**src/rtl/core/ihex_pkg.sv**
```systemverilog
package ihex_pkg;

   // ascii characters the parser looks for
   localparam logic [7:0] CHAR_COLON   = 8'h3A;
   localparam logic [7:0] CHAR_DIGIT_0 = 8'h30;
   localparam logic [7:0] CHAR_DIGIT_9 = 8'h39;
   localparam logic [7:0] CHAR_UPPER_A = 8'h41;
   localparam logic [7:0] CHAR_UPPER_F = 8'h46;
   localparam logic [7:0] CHAR_LOWER_A = 8'h61;
   localparam logic [7:0] CHAR_LOWER_F = 8'h66;

   // line position saturates here
   localparam logic [9:0] POS_MAX = 10'd1023;

   // record field slots, counted in byte pairs after the colon
   localparam logic [8:0] SLOT_COUNT     = 9'd0;
   localparam logic [8:0] SLOT_ADDR_HIGH = 9'd1;
   localparam logic [8:0] SLOT_ADDR_LOW  = 9'd2;
   localparam logic [8:0] SLOT_TYPE      = 9'd3;
   localparam logic [8:0] SLOT_DATA      = 9'd4;

   // record type that loads the extended high address
   localparam logic [7:0] TYPE_EXT_ADDR = 8'd4;

   // result item kinds
   localparam logic KIND_DATA   = 1'b0;
   localparam logic KIND_STATUS = 1'b1;

   // default depth of the result queue (at least two)
   localparam int RSP_FIFO_DEPTH = 4;

   typedef struct packed {
      logic        kind;
      logic [7:0]  data_byte;
      logic [7:0]  byte_index;
      logic [15:0] address_low;
      logic [15:0] address_high;
      logic [7:0]  record_type;
      logic [7:0]  byte_count;
      logic        record_ok;
      logic        last;
   } rsp_item_type;

   // results produced by one character: up to two, first goes out first
   typedef struct packed {
      logic [1:0]   count;
      rsp_item_type first;
      rsp_item_type second;
   } push_type;

   typedef struct packed {
      logic       is_hex;
      logic [3:0] value;
   } nibble_type;

   // hex digit decode of one character
   function automatic nibble_type decode_nibble(input logic [7:0] c);
      nibble_type n;
      logic [7:0] d;
      n = '0;
      d = '0;
      if (c >= CHAR_DIGIT_0 && c <= CHAR_DIGIT_9) begin
         d = c - CHAR_DIGIT_0;
         n.is_hex = 1'b1;
         n.value = d[3:0];
      end else if (c >= CHAR_UPPER_A && c <= CHAR_UPPER_F) begin
         d = c - CHAR_UPPER_A + 8'd10;
         n.is_hex = 1'b1;
         n.value = d[3:0];
      end else if (c >= CHAR_LOWER_A && c <= CHAR_LOWER_F) begin
         d = c - CHAR_LOWER_A + 8'd10;
         n.is_hex = 1'b1;
         n.value = d[3:0];
      end
      return n;
   endfunction

endpackage

```
**src/rtl/core/ihex_parse.sv**
```systemverilog
module ihex_parse (
   input  logic             clock,
   input  logic             reset,
   input  logic             in_valid,
   input  logic [7:0]       in_char,
   input  logic             in_last,
   output ihex_pkg::push_type push
);
   import ihex_pkg::*;

   logic [9:0]  pos_ff, pos_in;
   logic [3:0]  hold_ff, hold_in;
   logic        pend_ff, pend_in;
   logic [7:0]  sum_ff, sum_in;
   logic        run_open_ff, run_open_in;
   logic        start_ff, start_in;
   logic [7:0]  count_ff, count_in;
   logic [15:0] addr_ff, addr_in;
   logic [7:0]  type_ff, type_in;
   logic [15:0] first_two_ff, first_two_in;
   logic [15:0] ext_ff, ext_in;

   nibble_type  nib;
   logic [7:0]  pair_byte;
   logic [9:0]  pos_m1;
   logic [8:0]  slot;
   logic [8:0]  data_idx;
   logic        data_hit;
   logic        rec_ok;
   logic [15:0] status_high;
   rsp_item_type data_item, status_item;

   assign nib = decode_nibble(in_char);
   assign pair_byte = {hold_ff, nib.value};
   assign pos_m1 = pos_ff - 10'd1;
   assign slot = pos_m1[9:1];
   assign data_idx = slot - SLOT_DATA;

   // per character decode and field capture
   always_comb begin
      pos_in = pos_ff;
      hold_in = hold_ff;
      pend_in = pend_ff;
      sum_in = sum_ff;
      run_open_in = run_open_ff;
      start_in = start_ff;
      count_in = count_ff;
      addr_in = addr_ff;
      type_in = type_ff;
      first_two_in = first_two_ff;
      ext_in = ext_ff;
      data_hit = 1'b0;
      rec_ok = 1'b0;
      status_high = '0;

      if (in_valid) begin
         if (pos_ff == 10'd0) begin
            start_in = (in_char == CHAR_COLON);
         end else if (start_ff && run_open_ff) begin
            if (!nib.is_hex) begin
               run_open_in = 1'b0;
            end else if (!pend_ff) begin
               hold_in = nib.value;
               pend_in = 1'b1;
            end else begin
               pend_in = 1'b0;
               sum_in = sum_ff + pair_byte;
               if (pos_ff < POS_MAX) begin
                  if (slot == SLOT_COUNT) begin
                     count_in = pair_byte;
                  end else if (slot == SLOT_ADDR_HIGH) begin
                     addr_in = {pair_byte, addr_ff[7:0]};
                  end else if (slot == SLOT_ADDR_LOW) begin
                     addr_in = {addr_ff[15:8], pair_byte};
                  end else if (slot == SLOT_TYPE) begin
                     type_in = pair_byte;
                  end else if (data_idx < {1'b0, count_ff}) begin
                     data_hit = 1'b1;
                     if (data_idx == 9'd0) begin
                        first_two_in = {pair_byte, first_two_ff[7:0]};
                     end else if (data_idx == 9'd1) begin
                        first_two_in = {first_two_ff[15:8], pair_byte};
                     end
                  end
               end
            end
         end

         if (pos_ff < POS_MAX) begin
            pos_in = pos_ff + 10'd1;
         end

         // close of record: check, update high address, clear the line
         if (in_last) begin
            rec_ok = start_in && (sum_in == 8'd0) && !pend_in;
            if (rec_ok) begin
               if (type_in == TYPE_EXT_ADDR) begin
                  ext_in = first_two_in;
               end
               status_high = ext_in;
            end
            pos_in = '0;
            hold_in = '0;
            pend_in = 1'b0;
            sum_in = '0;
            run_open_in = 1'b1;
            start_in = 1'b0;
            count_in = '0;
            addr_in = '0;
            type_in = '0;
            first_two_in = '0;
         end
      end
   end

   // result items built from the fields as they stand after this character
   always_comb begin
      data_item.kind = KIND_DATA;
      data_item.data_byte = pair_byte;
      data_item.byte_index = data_idx[7:0];
      data_item.address_low = addr_ff;
      data_item.address_high = ext_ff;
      data_item.record_type = type_ff;
      data_item.byte_count = count_ff;
      data_item.record_ok = 1'b0;
      data_item.last = 1'b0;

      status_item.kind = KIND_STATUS;
      status_item.data_byte = '0;
      status_item.byte_index = '0;
      status_item.address_low = (pos_ff == 10'd0) ? 16'd0 : addr_ff;
      status_item.address_high = status_high;
      status_item.record_type = type_ff;
      status_item.byte_count = count_ff;
      status_item.record_ok = rec_ok;
      status_item.last = 1'b1;

      // fields written by this same character
      if (in_valid && start_ff && run_open_ff && pend_ff && nib.is_hex &&
          pos_ff != 10'd0 && pos_ff < POS_MAX) begin
         if (slot == SLOT_COUNT) begin
            status_item.byte_count = pair_byte;
         end else if (slot == SLOT_ADDR_HIGH) begin
            status_item.address_low = {pair_byte, addr_ff[7:0]};
         end else if (slot == SLOT_ADDR_LOW) begin
            status_item.address_low = {addr_ff[15:8], pair_byte};
         end else if (slot == SLOT_TYPE) begin
            status_item.record_type = pair_byte;
         end
      end
   end

   // queue push: data first, then status
   always_comb begin
      push.count = 2'd0;
      push.first = data_item;
      push.second = status_item;
      if (in_valid) begin
         if (data_hit && in_last) begin
            push.count = 2'd2;
         end else if (data_hit) begin
            push.count = 2'd1;
         end else if (in_last) begin
            push.count = 2'd1;
            push.first = status_item;
         end
      end
   end

   // line state registers
   always_ff @(posedge clock) begin
      if (reset) begin
         pos_ff <= '0;
         hold_ff <= '0;
         pend_ff <= 1'b0;
         sum_ff <= '0;
         run_open_ff <= 1'b1;
         start_ff <= 1'b0;
         count_ff <= '0;
         addr_ff <= '0;
         type_ff <= '0;
         first_two_ff <= '0;
         ext_ff <= '0;
      end else begin
         pos_ff <= pos_in;
         hold_ff <= hold_in;
         pend_ff <= pend_in;
         sum_ff <= sum_in;
         run_open_ff <= run_open_in;
         start_ff <= start_in;
         count_ff <= count_in;
         addr_ff <= addr_in;
         type_ff <= type_in;
         first_two_ff <= first_two_in;
         ext_ff <= ext_in;
      end
   end

   // a fresh line carries no partial pair and no checksum
   a_fresh_line: assert property (@(posedge clock) disable iff (reset)
      pos_ff == 10'd0 |-> !pend_ff && sum_ff == 8'd0 && !start_ff)
      else $error("line state not cleared at start of line");

   // without a colon nothing is decoded
   a_no_colon: assert property (@(posedge clock) disable iff (reset)
      !start_ff |-> sum_ff == 8'd0 && !pend_ff && count_ff == 8'd0)
      else $error("decode ran without start colon");

   // data bytes only come after the header pairs of a started line
   a_data_after_header: assert property (@(posedge clock) disable iff (reset)
      data_hit |-> start_ff && pos_ff >= 10'd9)
      else $error("data byte emitted inside header");

endmodule

```
**src/rtl/core/ihex_rsp_fifo.sv**
```systemverilog
module ihex_rsp_fifo #(
   parameter int DEPTH = ihex_pkg::RSP_FIFO_DEPTH
) (
   input  logic                   clock,
   input  logic                   reset,
   input  ihex_pkg::push_type     push,
   input  logic                   pop,
   output logic                   room_for_two,
   output logic                   not_empty,
   output ihex_pkg::rsp_item_type head
);
   import ihex_pkg::*;

   localparam int AW = (DEPTH > 1) ? $clog2(DEPTH) : 1;
   localparam int CW = $clog2(DEPTH + 1);
   localparam logic [AW-1:0] LAST_SLOT = AW'(DEPTH - 1);

   rsp_item_type mem [DEPTH];

   logic [AW-1:0] wr_ptr_ff, wr_ptr_in;
   logic [AW-1:0] rd_ptr_ff, rd_ptr_in;
   logic [CW-1:0] count_ff, count_in;
   logic [AW-1:0] wr_next1, wr_next2, rd_next;

   // wrapping pointer steps
   assign wr_next1 = (wr_ptr_ff == LAST_SLOT) ? '0 : wr_ptr_ff + 1'b1;
   assign wr_next2 = (wr_next1 == LAST_SLOT) ? '0 : wr_next1 + 1'b1;
   assign rd_next  = (rd_ptr_ff == LAST_SLOT) ? '0 : rd_ptr_ff + 1'b1;

   assign room_for_two = (count_ff <= CW'(DEPTH - 2));
   assign not_empty = (count_ff != '0);
   assign head = mem[rd_ptr_ff];

   // pointer and fill count update
   always_comb begin
      wr_ptr_in = wr_ptr_ff;
      if (push.count == 2'd1) begin
         wr_ptr_in = wr_next1;
      end else if (push.count == 2'd2) begin
         wr_ptr_in = wr_next2;
      end
      rd_ptr_in = pop ? rd_next : rd_ptr_ff;
      count_in = count_ff + CW'(push.count) - CW'(pop);
   end

   always_ff @(posedge clock) begin
      if (reset) begin
         wr_ptr_ff <= '0;
         rd_ptr_ff <= '0;
         count_ff <= '0;
      end else begin
         wr_ptr_ff <= wr_ptr_in;
         rd_ptr_ff <= rd_ptr_in;
         count_ff <= count_in;
      end
   end

   // item storage
   always_ff @(posedge clock) begin
      if (push.count != 2'd0) begin
         mem[wr_ptr_ff] <= push.first;
      end
      if (push.count == 2'd2) begin
         mem[wr_next1] <= push.second;
      end
   end

   a_count_bound: assert property (@(posedge clock) disable iff (reset)
      count_ff <= CW'(DEPTH))
      else $error("result queue count out of range");

   a_no_overflow: assert property (@(posedge clock) disable iff (reset)
      push.count != 2'd0 |-> ({1'b0, count_ff} + (CW + 1)'(push.count)) <= (CW + 1)'(DEPTH))
      else $error("result queue overflow");

   a_empty_ptrs: assert property (@(posedge clock) disable iff (reset)
      count_ff == '0 |-> rd_ptr_ff == wr_ptr_ff)
      else $error("empty queue with pointers apart");

endmodule

```
**src/rtl/core/intel_hex_record_parser.sv**
```systemverilog
// A character is registered at the input and its result items then go into the result queue.
// Throughput: one character per cycle while req_stall is low; the result side moves one item
// per cycle while rsp_stall is low, so a character closing a record on a data byte yields two items.
// Input stalls only while a character waits and the result queue lacks room for two.
// Reset (synchronous, active high) clears the line state, the queue and the
// kept extended high address.
module intel_hex_record_parser #(
   parameter int RSP_DEPTH = ihex_pkg::RSP_FIFO_DEPTH
) (
   input  logic        clock,
   input  logic        reset,
   input  logic        req_valid,
   output logic        req_stall,
   input  logic [7:0]  req_character,
   input  logic        req_line_last,
   output logic        rsp_valid,
   input  logic        rsp_stall,
   output logic        rsp_kind,
   output logic [7:0]  rsp_data_byte,
   output logic [7:0]  rsp_byte_index,
   output logic [15:0] rsp_address_low,
   output logic [15:0] rsp_address_high,
   output logic [7:0]  rsp_record_type,
   output logic [7:0]  rsp_byte_count,
   output logic        rsp_record_ok,
   output logic        rsp_last
);
   import ihex_pkg::*;

   logic         in_valid_ff, in_valid_in;
   logic [7:0]   in_char_ff;
   logic         in_last_ff;
   logic         room_for_two;
   logic         advance;
   logic         pop;
   push_type     push;
   rsp_item_type head;

   // input register: holds while the queue lacks room
   assign advance = in_valid_ff && room_for_two;
   assign req_stall = in_valid_ff && !room_for_two;
   assign in_valid_in = req_stall ? in_valid_ff : req_valid;

   always_ff @(posedge clock) begin
      if (reset) begin
         in_valid_ff <= 1'b0;
      end else begin
         in_valid_ff <= in_valid_in;
      end
   end

   always_ff @(posedge clock) begin
      if (req_valid && !req_stall) begin
         in_char_ff <= req_character;
         in_last_ff <= req_line_last;
      end
   end

   ihex_parse u_parse (
      .clock    (clock),
      .reset    (reset),
      .in_valid (advance),
      .in_char  (in_char_ff),
      .in_last  (in_last_ff),
      .push     (push)
   );

   // result queue
   assign pop = rsp_valid && !rsp_stall;

   ihex_rsp_fifo #(
      .DEPTH (RSP_DEPTH)
   ) u_rsp_fifo (
      .clock        (clock),
      .reset        (reset),
      .push         (push),
      .pop          (pop),
      .room_for_two (room_for_two),
      .not_empty    (rsp_valid),
      .head         (head)
   );

   assign rsp_kind = head.kind;
   assign rsp_data_byte = head.data_byte;
   assign rsp_byte_index = head.byte_index;
   assign rsp_address_low = head.address_low;
   assign rsp_address_high = head.address_high;
   assign rsp_record_type = head.record_type;
   assign rsp_byte_count = head.byte_count;
   assign rsp_record_ok = head.record_ok;
   assign rsp_last = head.last;

endmodule

```
**config.mk**
```make
export PLATFORM = sky130hd
export DESIGN_NAME = intel_hex_record_parser
export DESIGN_NICKNAME = d
export VERILOG_FILES = /design/src/rtl/core/ihex_pkg.sv /design/src/rtl/core/ihex_parse.sv /design/src/rtl/core/ihex_rsp_fifo.sv /design/src/rtl/core/intel_hex_record_parser.sv
export SDC_FILE = /design/constraint.sdc
export NUM_CORES = 1
export LEC_CHECK = 0
export ABC_AREA = 1
export BUFFER_PORTS_ARGS = -buffer_cell sky130_fd_sc_hd__buf_2
export CAP_MARGIN = 0
export CELL_PAD_IN_SITES_DETAIL_PLACEMENT = 0
export CELL_PAD_IN_SITES_GLOBAL_PLACEMENT = 1
export CORE_MARGIN = 2
export CORE_UTILIZATION = 47
export DETAILED_ROUTE_END_ITERATION = 16
export HOLD_SLACK_MARGIN = 0.03
export PLACE_DENSITY_LB_ADDON = 0.3
export SLEW_MARGIN = 10
export SYNTH_ARGS = -nofsm -noshare
export SYNTH_HDL_FRONTEND = slang
export SYNTH_HIERARCHICAL = 1
export SYNTH_SLANG_ARGS = --single-unit
```
**constraint.sdc**
```tcl
create_clock -name clock -period 10.9 [get_ports clock]
set_clock_uncertainty 0.1 [all_clocks]
set_input_delay 2.18 -clock clock [delete_from_list [all_inputs] [get_ports clock]]
set_output_delay 2.18 -clock clock [all_outputs]
set_load 0.1 [all_outputs]
```
# Word level (Yosys, flattened, before mapping)
# Memory sizes are Yosys's and may differ from the RTL's. A register that Yosys moved wholly into a read port is not among the register bits.
# Index checks and enable logic that the tools add are counted.
[word_totals]
register_bits = 106
mem_bits_rw = 268
in_bits = 13
elab_cells = 209
n_memories = 1
[mem_list]
columns = ["memory", "depth", "width", "read_ports", "rd_clocked_by_memory_dff", "wr", "line", "rtl"]
rows = [
  ["u_rsp_fifo.mem", 4, 67, 1, 1, 2, "ihex_rsp_fifo.sv:18", "rsp_item_type mem [DEPTH];"],
]
[op_classes]
add_sub_neg = 14
n_lt_le_gt_ge = 9
n_eq_ne = 16
mux = 109
n_reduce_logical = 42
[ops]
columns = ["cell", "n"]
rows = [
  ["$mux 16", 30],
  ["$mux 8", 26],
  ["$mux 67", 2],
  ["$mux 69", 1],
  ["$mux 68", 1],
  ["$mux 1", 30],
  ["$mux 10", 2],
  ["$mux 4", 5],
  ["$eq 9x1->1 const B", 2],
  ["$eq 9x2->1 const B", 2],
  ["$logic_not 9->1", 2],
  ["$mux 2", 9],
  ["$logic_and 1x1->1", 17],
  ["$ge 8x7->1 const B", 2],
  ["$le 8x7->1 const B", 2],
  ["$reduce_bool 2->1", 8],
  ["$mux 5", 3],
  ["$sub 4x1->4 const B", 3],
  ["$add 10x1->10 const B", 1],
  ["$logic_not 10->1", 1],
  ["$lt 10x10->1 const B", 1],
  ["$ne 2x2->1 const B", 5],
  ["$reduce_bool 10->1", 1],
  ["$sub 10x1->10 const B", 1],
  ["other kinds (24)", 33],
]

# Depth between registers and ports, before layout
# Gate-level depths: netlist (run 1).
[depth]
word_depth = 28
mapped_depth = 35

# By module
# Netlist (run 1), hierarchy kept.
[by_module_without_submodules]
columns = ["module", "instances", "cells_per_inst", "area_per_inst_um2", "seq_area_each_um2"]
rows = [
  ["ihex_rsp_fifo", 1, 1386, 13455.4, 8227.9],
  ["ihex_parse", 1, 1213, 7200.7, 1781.7],
  ["intel_hex_record_parser", 1, 20, 334.1, 290.3],
]

# Least setup slack after synthesis (run 1)
# No wires, ideal clock.
[synth_timing]
kind = "flip-flop to flip-flop"
from = "register u_parse.pos_ff[0]"
to = "memory u_rsp_fifo/mem[1][0] (netlist name), enable pin"
setup_time_ps = 585
arrival_time_ps = 8111
t_required_ps = 10215
slack_ps = 2104
path_stages_with_launch = 28
period_less_slack_ps = 8796
cell_sequence = "dfxtp_1 -> clkinv_1 -> ha_1 -> nand2_1 -> nand2_1 -> nand2_1 -> inv_1 -> ha_1 -> nand3_1 -> nand2_1 -> ha_1 -> nand3_1 -> nor2_1 -> nor2_1 -> nand2_1 -> nand2_1 -> nand2_1 -> nand2_1 -> nand2_1 -> nand2_1 -> inv_1 -> nor3_1 -> nand2_1 -> ha_1 -> nor2_1 -> inv_1 -> ha_1 -> o21ai_0"
[synth_lines]
columns = ["element", "line", "rtl"]
rows = [
  ["start, declared", "ihex_parse.sv:11", "logic [9:0] pos_ff, pos_in;"],
  ["start signal, assigned", "ihex_parse.sv:185", "pos_ff <= pos_in;"],
  ["end, declared", "ihex_rsp_fifo.sv:18", ""],
]

==> results of run 1 <==
==> where the power goes <==
part	internal [W]	switching, W	total, W
logic	0.000225	0.00125	0.00148
registers	0.00158	0.0000451	0.00163
clock network	0.000822	0.000582	0.00140
==> through the flow <==
stage	util, %	total power (W)
detailed placement	48.5	0.00314
CTS	51.6	0.00454
global placement	48.5	0.00313
finish	51.6	0.00451
floorplan	-	0.00287
global route	51.6	0.00468
==> logic make-up (layout without fill, tap and decap cells) <==
family / count (synthesis) / count (layout) / share of synthesized area [%]
fa+ha+maj: 40 / 40 / 2.46
flops: 376 / 376 / 49.1
xor+xnor: 8 / 8 / 0.370
buf+inv: 443 / 454 / 9.66
other cells: 2 / 18 / 0.0358
simple gates: 1026 / 1026 / 20.2
compound gates: 724 / 724 / 18.2
==> layout by cell type, fill, tap and decap left out, drive strengths merged, types with 2 or more instances in the layout <==
| master | n |
|---|---|
| xor2 | 5 |
| nor2 | 218 |
| nand3 | 95 |
| dfxtp | 99 |
| or2 | 7 |
| nor3 | 8 |
| clkbuf | 60 |
| nand3b | 2 |
| nand4 | 10 |
| ha | 38 |
| o22ai | 76 |
| edfxtp | 277 |
| a211oi | 21 |
| inv | 277 |
| a21oi | 99 |
| xnor2 | 3 |
| a32o | 4 |
| fa | 2 |
| conb | 18 |
| o21ai | 518 |
| clkinv | 16 |
| a31oi | 4 |
| bufinv | 3 |
| buf | 98 |
| nand2 | 684 |
==> routing by layer <==
layer	GRT usage (%)	share of wire (%)
met3	5.85	7.7
met1	33.0	43
met5	0	0
met2	41.3	46
met4	7.66	2.8
==> flip-flops by register name (all words and copies together), names as in the netlist, named ones only <==
name / count
u_parse/count_ff: 8
in_last_ff: 1
u_rsp_fifo/mem: 268
u_parse/run_open_ff: 1
u_parse/ext_ff: 16
u_parse/pos_ff: 10
u_parse/start_ff: 1
u_rsp_fifo/rd_ptr_ff: 2
u_parse/type_ff: 8
u_parse/sum_ff: 8
u_parse/hold_ff: 4
u_rsp_fifo/wr_ptr_ff: 2
in_char_ff: 8
u_parse/addr_ff: 16
in_valid_ff: 1
u_parse/first_two_ff: 16
u_parse/pend_ff: 1
u_rsp_fifo/count_ff: 3
==> final cells by class <==
class / instances / area (um2)
Clock inverter: 16 / 176
Multi-Input combinational cell: 1816 / 8790
Fill cell: 4224 / 21400
Sequential cell: 376 / 10300
Timing Repair Buffer: 98 / 533
Inverter: 280 / 1050
Clock buffer: 60 / 1170
Tap cell: 592 / 741
==> worst max-delay path, delay by kind of cell, from the launching register on <==
kind | cells | cell delay, ns
buf+inv | 6 | 1.33
compound gates | 1 | 0.69
fa+ha+maj | 5 | 1.41
flops | 1 | 0.35
simple gates | 17 | 1.69
==> worst max path at each step <==
stage                                  from                    end  slack [ns]  depth (start not counted)
final                     u_parse/pos_ff[0]  u_rsp_fifo/mem[3][15]        4.90                         29
after global routing      u_parse/pos_ff[0]  u_rsp_fifo/mem[3][10]        4.25                         29
after CTS                 u_parse/pos_ff[0]  u_rsp_fifo/mem[3][15]        4.86                         29
after detailed placement  u_parse/pos_ff[0]  u_rsp_fifo/mem[3][33]        4.88                         29
after global placement    u_parse/pos_ff[0]  u_rsp_fifo/mem[3][33]        5.03                         28
after floorplan           u_parse/pos_ff[0]   u_rsp_fifo/mem[1][0]        2.10                         27
==> impl_metrics.ini, run 1 <==
[status]
status = completed

[synthesis]
syn_area_mm2 = 0.0210
ys_seq_area_share_pct = 49.1
synth_most_common_cell = nand2_1
synthArstFlopShare_pct = 0
yosys-top-cells-area = edfxtp_1, nand2_1, o21ai_0, dfxtp_1, inv_1
ys_ff_latch = 376
synth_ff_type = edfxtp_1
ys_types = 46
synth_cells = 2619
ys_warn_count = 6
netlist.area_leader.share_pct = 39.6
synth_edf_count = 277
yosysTopAreaCell = edfxtp_1
syn_area_per_cell_um2 = 8.01
ys_top_cells_by_count = nand2_1, o21ai_0, edfxtp_1

[timing]
max_freq_ghz = 0.167
setup_slack_ns = 4.90
rsz0062_at_grt = no
relSlewSlack_pct = 19.9
tightest_slew_ns = 1.20
fin_crit_sh_pct = 55.1
finalSetupViolCount = 0
fin_setup_tns_ns = 0
slew_violations = 0
hold_violations = 0
min_period_ns = 6.00
whs_ns = 0.359

[detailed_routing]
ant_nets = 0
drtPass1Iterations = 7
vias = 17607
drtIter0Drc = 1525
drt_wl_total_mm = 58.4
route.detailed.drc = 0
wl_per_cell_um = 18.0
vias_per_cell = 5.44

[placed_design]
port_buffers = 81
gp_congestion = 0.862
placed_cells = 3162
dp_hpwl_mm = 36.3
pre_cts_ws_ns = 4.88
placed_area_mm2 = 0.0214

[setup_path]
rr_worst_depth = 29
reg2reg_to = u_rsp_fifo/mem[3][15]
worstPathRequired_ns = 10.98
regToRegSetupSlack_ns = 4.90
critPathMaxStageDelay_ns = 0.78
cp-start-kind = flop
cp-end-kind = flop
critPathMaxFanout = 48
path_class = flop to flop
cpMaxStageDelayCell = buf_4
critical_path_arrival_ns = 6.08
crit_top_cell = nand2_1
worstReg2RegStart = u_parse/pos_ff[0]

[floorplan]
io_pins = 82
start_util_pct = 47.6
die_area_mm2 = 0.0464
dieWidth_um = 215
core_area_mm2 = 0.0441
rows = 77
die_h_um = 215

[layout]
antennaDiodeCount = 0
syn_to_final_growth_pct = 8.48
finalNonFillerCells = 3238
fin_area_mm2 = 0.0228
final_nets = 2667
drive_gt1_share_pct = 8.47

[job]
maxCapViolCount = 0

[clock_tree]
cts_made_buffers = 42
cts_hold_buffers = 0
clkTransAtPathRegs_ns = 0.06
cts_tree = yes
clk_latency_ns = 0.57
cts_resized = 0
ctsRootBufferMaster = clkbuf_16
clockBufferDepth = 3
cts_setup_buffers = 0
htree_levels = 2
clock-sinks = 376

[worst_hold_path]
holdPathStages = 2
hold_path.class = flop to flop
min_from = u_parse/run_open_ff
holdPathEnd = u_parse/run_open_ff

[power]
cellLeakagePower_nw = 8.54
ir_drop_mv = 0.157
powerDensity_mw_per_mm2 = 198

[grt]
grt_pass1_vias = 16776
grt_max_degree = 103
grt_overflow = 0
grt_pass1_wl_mm = 91.9
antenna_found_initial = 1
grt_usage_pct = 25.1
Note: power is estimated with default switching activity, not from simulation.
==> run 2, diff against run 1 <==
--- a/config.mk
+++ b/config.mk
@@ -11,7 +11,7 @@
 export CELL_PAD_IN_SITES_DETAIL_PLACEMENT = 0
 export CELL_PAD_IN_SITES_GLOBAL_PLACEMENT = 1
 export CORE_MARGIN = 2
-export CORE_UTILIZATION = 47
+export CORE_UTILIZATION = 43
 export DETAILED_ROUTE_END_ITERATION = 16
 export HOLD_SLACK_MARGIN = 0.03
 export PLACE_DENSITY_LB_ADDON = 0.3
==> constraint.sdc (replaced) <==
create_clock -name clock -period 5.1 [get_ports clock]
set_clock_uncertainty 0.1 [all_clocks]
set_input_delay 1.02 -clock clock [delete_from_list [all_inputs] [get_ports clock]]
set_output_delay 1.02 -clock clock [all_outputs]
set_load 0.1 [all_outputs]
==> impl_metrics.ini, run 2 (same netlist as run 1, synthesis figures left out) <==
[clock_tree]
htree_levels = 2
ctsRootBufferMaster = clkbuf_16
clk_latency_ns = 0.58
clkTransAtPathRegs_ns = 0.06
cts_tree = yes
clockBufferDepth = 3
cts_hold_buffers = 0
cts_made_buffers = 43
clock-sinks = 376

[job]
maxCapViolCount = 0

[floorplan]
io_pins = 82
dieWidth_um = 225
start_util_pct = 43.8
rows = 80
die_h_um = 225
die_area_mm2 = 0.0506
core_area_mm2 = 0.0479

[layout]
final_nets = 2714
layout_commonest_cell = nand2_1
largest_reg_flops = 268
mostFrequentLayoutCells = nand2_1, o21ai_0, edfxtp_1, inv_1, nor2_1
syn_to_final_growth_pct = 13.0
drive_gt1_share_pct = 10.7
fin_area_mm2 = 0.0237
max_flop_register = u_rsp_fifo/mem
antennaDiodeCount = 0

[detailed_routing]
drtPass1Iterations = 6
wl_per_cell_um = 18.6
vias_per_cell = 5.39
vias = 17854
route.detailed.drc = 0
drtIter0Drc = 1703
ant_nets = 0
drt_wl_total_mm = 61.7

[timing]
whs_ns = 0.363
relSlewSlack_pct = 19.6
hold_violations = 0
min_period_ns = 4.74
fin_crit_sh_pct = 93.0
finalSetupViolCount = 0
tightest_slew_ns = 1.21
max_freq_ghz = 0.211
slew_violations = 0

[setup_path]
path_class = flop to flop
cpMaxStageDelayCell = dfxtp_2
critPathMaxStageDelay_ns = 0.34
critical_path_arrival_ns = 4.89
crit_top_cell = nand2_1
cp-start-kind = flop
reg2reg_to = u_rsp_fifo/mem[1][23]
rr_worst_depth = 31
cp-end-kind = flop
critPathMaxFanout = 27
worstPathRequired_ns = 5.25
worstReg2RegStart = u_parse/pos_ff[1]
regToRegSetupSlack_ns = 0.36

[grt]
grt_usage_pct = 23.6
grt_overflow = 0
grt_max_degree = 135
antenna_found_initial = 0
grt_pass1_wl_mm = 93.4
grt_pass1_vias = 16487

[placed_design]
dp_hpwl_mm = 38.6
gp_congestion = 0.863
port_buffers = 81
placed_area_mm2 = 0.0219

[power]
cellLeakagePower_nw = 8.92
p_total_w = 0.00989
powerDensity_mw_per_mm2 = 417
ir_drop_mv = 0.329

[worst_hold_path]
holdPathStages = 2
holdPathEnd = u_parse/first_two_ff[1]
min_from = u_parse/first_two_ff[1]
hold_path.class = flop to flop

[status]
status = completed
[run 2: worst max path at each step]
stage,start,to,slack (ns),cells after the start
3_5_place_dp,u_parse/pos_ff[1],u_rsp_fifo/mem[1][17],0.22,30
6_report,u_parse/pos_ff[1],u_rsp_fifo/mem[1][23],0.36,31
4_1_cts,u_parse/pos_ff[1],u_rsp_fifo/mem[1][17],0.20,30
2_1_floorplan,u_parse/pos_ff[0],u_rsp_fifo/mem[0][0],0.05,27
3_3_place_gp,u_parse/pos_ff[1],u_rsp_fifo/mem[2][34],0.29,30
5_1_grt,u_parse/pos_ff[2],u_rsp_fifo/mem[1][23],-0.06,30
[run 2: critical path, delay by kind of cell, from the launching register on]
kind            cells  cell delay, ns
buf+inv             7            0.82
compound gates      1            0.13
fa+ha+maj           5            1.33
flops               1            0.34
simple gates       18            1.66
[run 2: cell type report]
| cell class | count | area (um2) |
|---|---|---|
| Inverter | 280 | 1060 |
| Clock buffer | 60 | 1210 |
| Fill cell | 4505 | 24200 |
| Timing Repair inverter | 1 | 5.00 |
| Sequential cell | 376 | 10300 |
| Tap cell | 615 | 769 |
| Multi-Input combinational cell | 1816 | 8870 |
| Timing Repair Buffer | 143 | 1280 |
| Clock inverter | 19 | 230 |
[run 2: through the flow]
| step | util [%] | std cells | setup WS, ns | TNS, ns |
|---|---|---|---|---|
| after global routing | 49.5 | 3310 | -0.0599 | -3.29 |
| after global placement | 45.8 | 3216 | 0.293 | 0 |
| final | 49.5 | 3310 | 0.359 | 0 |
| after CTS | 48.8 | 3295 | 0.195 | 0 |
| after floorplan | - | 2635 | 0.0459 | 0 |
| after detailed placement | 45.8 | 3216 | 0.221 | 0 |
[run 2: per-layer routing]
| layer | part of all wire [%] | up-vias | track usage (%) |
|---|---|---|---|
| met2 | 46 | 621 | 38.3 |
| li1 | - | 8835 | - |
| met4 | 2.1 | 0 | 6.64 |
| met5 | 0 | - | 0 |
| met3 | 6.6 | 82 | 2.96 |
| met1 | 45 | 8316 | 33.1 |
[run 2: power breakdown]
group          switching (W)  internal [W]
Sequential         0.0000454       0.00338
Combinational        0.00276      0.000534
Clock                0.00125       0.00191
Total                0.00406       0.00583
[run 2: what timing repair did]
item	CTS	global route
resized for setup	0	44
setup endpoints to repair	0	497
buffers inserted	0	7
==> run 3, diff against run 2 <==
--- a/config.mk
+++ b/config.mk
@@ -8,10 +8,10 @@
 export ABC_AREA = 1
 export BUFFER_PORTS_ARGS = -buffer_cell sky130_fd_sc_hd__buf_2
 export CAP_MARGIN = 0
-export CELL_PAD_IN_SITES_DETAIL_PLACEMENT = 0
-export CELL_PAD_IN_SITES_GLOBAL_PLACEMENT = 1
+export CELL_PAD_IN_SITES_DETAIL_PLACEMENT = 1
+export CELL_PAD_IN_SITES_GLOBAL_PLACEMENT = 2
 export CORE_MARGIN = 2
-export CORE_UTILIZATION = 43
+export CORE_UTILIZATION = 34
 export DETAILED_ROUTE_END_ITERATION = 16
 export HOLD_SLACK_MARGIN = 0.03
 export PLACE_DENSITY_LB_ADDON = 0.3
==> impl_metrics.ini, run 3 (same netlist as run 1, synthesis figures left out) <==
[clock_tree]
htree_levels = 2
clock-sinks = 376
cts_tree = yes
clockBufferDepth = 3
cts_made_buffers = 46
clkTransAtPathRegs_ns = 0.06
cts_hold_buffers = 0
ctsRootBufferMaster = clkbuf_16
clk_latency_ns = 0.59

[setup_path]
cp-startpoint = in_char_ff[0]
rr_worst_depth = 27
critPathMaxFanout = 7
critical_path_arrival_ns = 5.03
cp-end-kind = flop
worstReg2RegStart = in_char_ff[0]
cp-start-kind = flop
worstPathRequired_ns = 5.41
path_class = flop to flop

[floorplan]
io_pins = 82
die_area_mm2 = 0.0637
start_util_pct = 34.2
rows = 91
die_h_um = 252
core_area_mm2 = 0.0614
dieWidth_um = 252

[placed_design]
gp_congestion = 0.854
dp_hpwl_mm = 46.5
placed_area_mm2 = 0.0222
port_buffers = 81

[layout]
largest_reg_flops = 268
syn_to_final_growth_pct = 13.8
fin_util_pct = 38.9
mostFrequentLayoutCells = nand2_1, o21ai_0, edfxtp_1, inv_1, nor2_1
fin_area_mm2 = 0.0239
antennaDiodeCount = 0
final_nets = 2722
drive_gt1_share_pct = 10.4
max_flop_register = u_rsp_fifo/mem
layout_commonest_cell = nand2_1

[worst_hold_path]
hold_path.class = flop to flop
holdPathStages = 2
min_from = u_parse/first_two_ff[2]

[job]
maxCapViolCount = 0

[detailed_routing]
drtPass1Iterations = 5
route.detailed.drc = 0
ant_nets = 0
drt_wl_total_mm = 74.5
vias = 18582
vias_per_cell = 5.32
drtIter0Drc = 1266
wl_per_cell_um = 21.3

[grt]
grt_pass1_vias = 18699
busiest_layer = met2
grt_max_degree = 119
grt_usage_pct = 22.0
grt_overflow = 0
antenna_found_initial = 2
grt_util_met3_pct = 3.12
grtUsageMet1_pct = 28.9
grt_pass1_wl_mm = 108
grtUsageMet2_pct = 37.4

[timing]
tightest_slew_ns = 0.905
max_freq_ghz = 0.212
min_period_ns = 4.72
finalSetupViolCount = 0
whs_ns = 0.365
slew_violations = 0
relSlewSlack_pct = 39.7
fin_crit_sh_pct = 92.5
hold_violations = 0

[power]
ir_drop_mv = 0.257
cellLeakagePower_nw = 8.96
powerDensity_mw_per_mm2 = 417

[status]
status = completed
==> run 3: cell types whose count changed in the layout (fill, tap and decap cells not counted), sizes merged <==
cell,delta
clkbuf,-2
buf,+6
bufinv,-3
clkinv,+6
inv,+1
==> run 3: report_power, final <==
group / internal (W) / switching [W]
registers: 0.00338 / 0.0000959
clock network: 0.00178 / 0.00136
logic: 0.000541 / 0.00279
==> run 3: path summary, 6_finish.rpt <==
check	to	slack, ns
max	u_rsp_fifo/mem[3][31]	0.38
min reg2reg	u_parse/first_two_ff[2]	0.37
min	u_parse/first_two_ff[2]	0.37
max reg2reg	u_rsp_fifo/mem[3][31]	0.38
==> run 3: layout make-up <==
type | instances | area, um2
Fill cell | 7317 | 37500
Sequential cell | 376 | 10300
Multi-Input combinational cell | 1816 | 8810
Timing Repair Buffer | 149 | 1320
Clock buffer | 58 | 1210
Inverter | 280 | 1050
Tap cell | 790 | 988
Clock inverter | 24 | 199
==> run 3: what timing repair did <==
action,in CTS,in global routing
gates resized for setup,0,13
setup endpoints to repair,0,460
buffers inserted,0,10
hold endpoints to repair,0,0
==> run 3: worst max-delay path, cell delays in order (launching register included) <==
cell and delay (ns):
edfxtp_1 0.43, inv_1 0.15, ha_1 0.19, o21ai_0 0.10, nand2_1 0.06, nand2_1 0.13, nand2_1 0.21, nand3_1 0.13
inv_1 0.33, ha_1 0.36, a21oi_1 0.14, nand2_1 0.12, nand2_1 0.08, nand2_1 0.05, a21oi_1 0.18, xor2_1 0.18
nand2_1 0.07, o21ai_0 0.09, nand2_1 0.08, inv_1 0.06, nand3_1 0.11, nor2_4 0.13, buf_4 0.14, buf_4 0.18
nand3_2 0.15, o21ai_1 0.39, nand2_1 0.09, o21ai_0 0.11
==> run 3: per-layer routing <==
metal | part of all wire [%] | up-vias | wire length [um]
met5 | 0.017 | - | 13
met2 | 48 | 411 | 35600
met3 | 4.7 | 119 | 3500
li1 | - | 8851 | -
met4 | 2.8 | 2 | 2050
met1 | 45 | 9199 | 33300
==> run 3: metrics by stage <==
stage / setup WS (ns) / setup TNS, ns / cells / total power, W
finish: 0.383 / 0 / 3493 / 0.00995
global route: -0.00855 / -0.00855 / 3493 / 0.0103
CTS: 0.129 / 0 / 3476 / 0.0100
detailed placement: 0.161 / 0 / 3394 / 0.00689
global placement: 0.324 / 0 / 3394 / 0.00684
floorplan: 0.0459 / 0 / 2635 / 0.00613
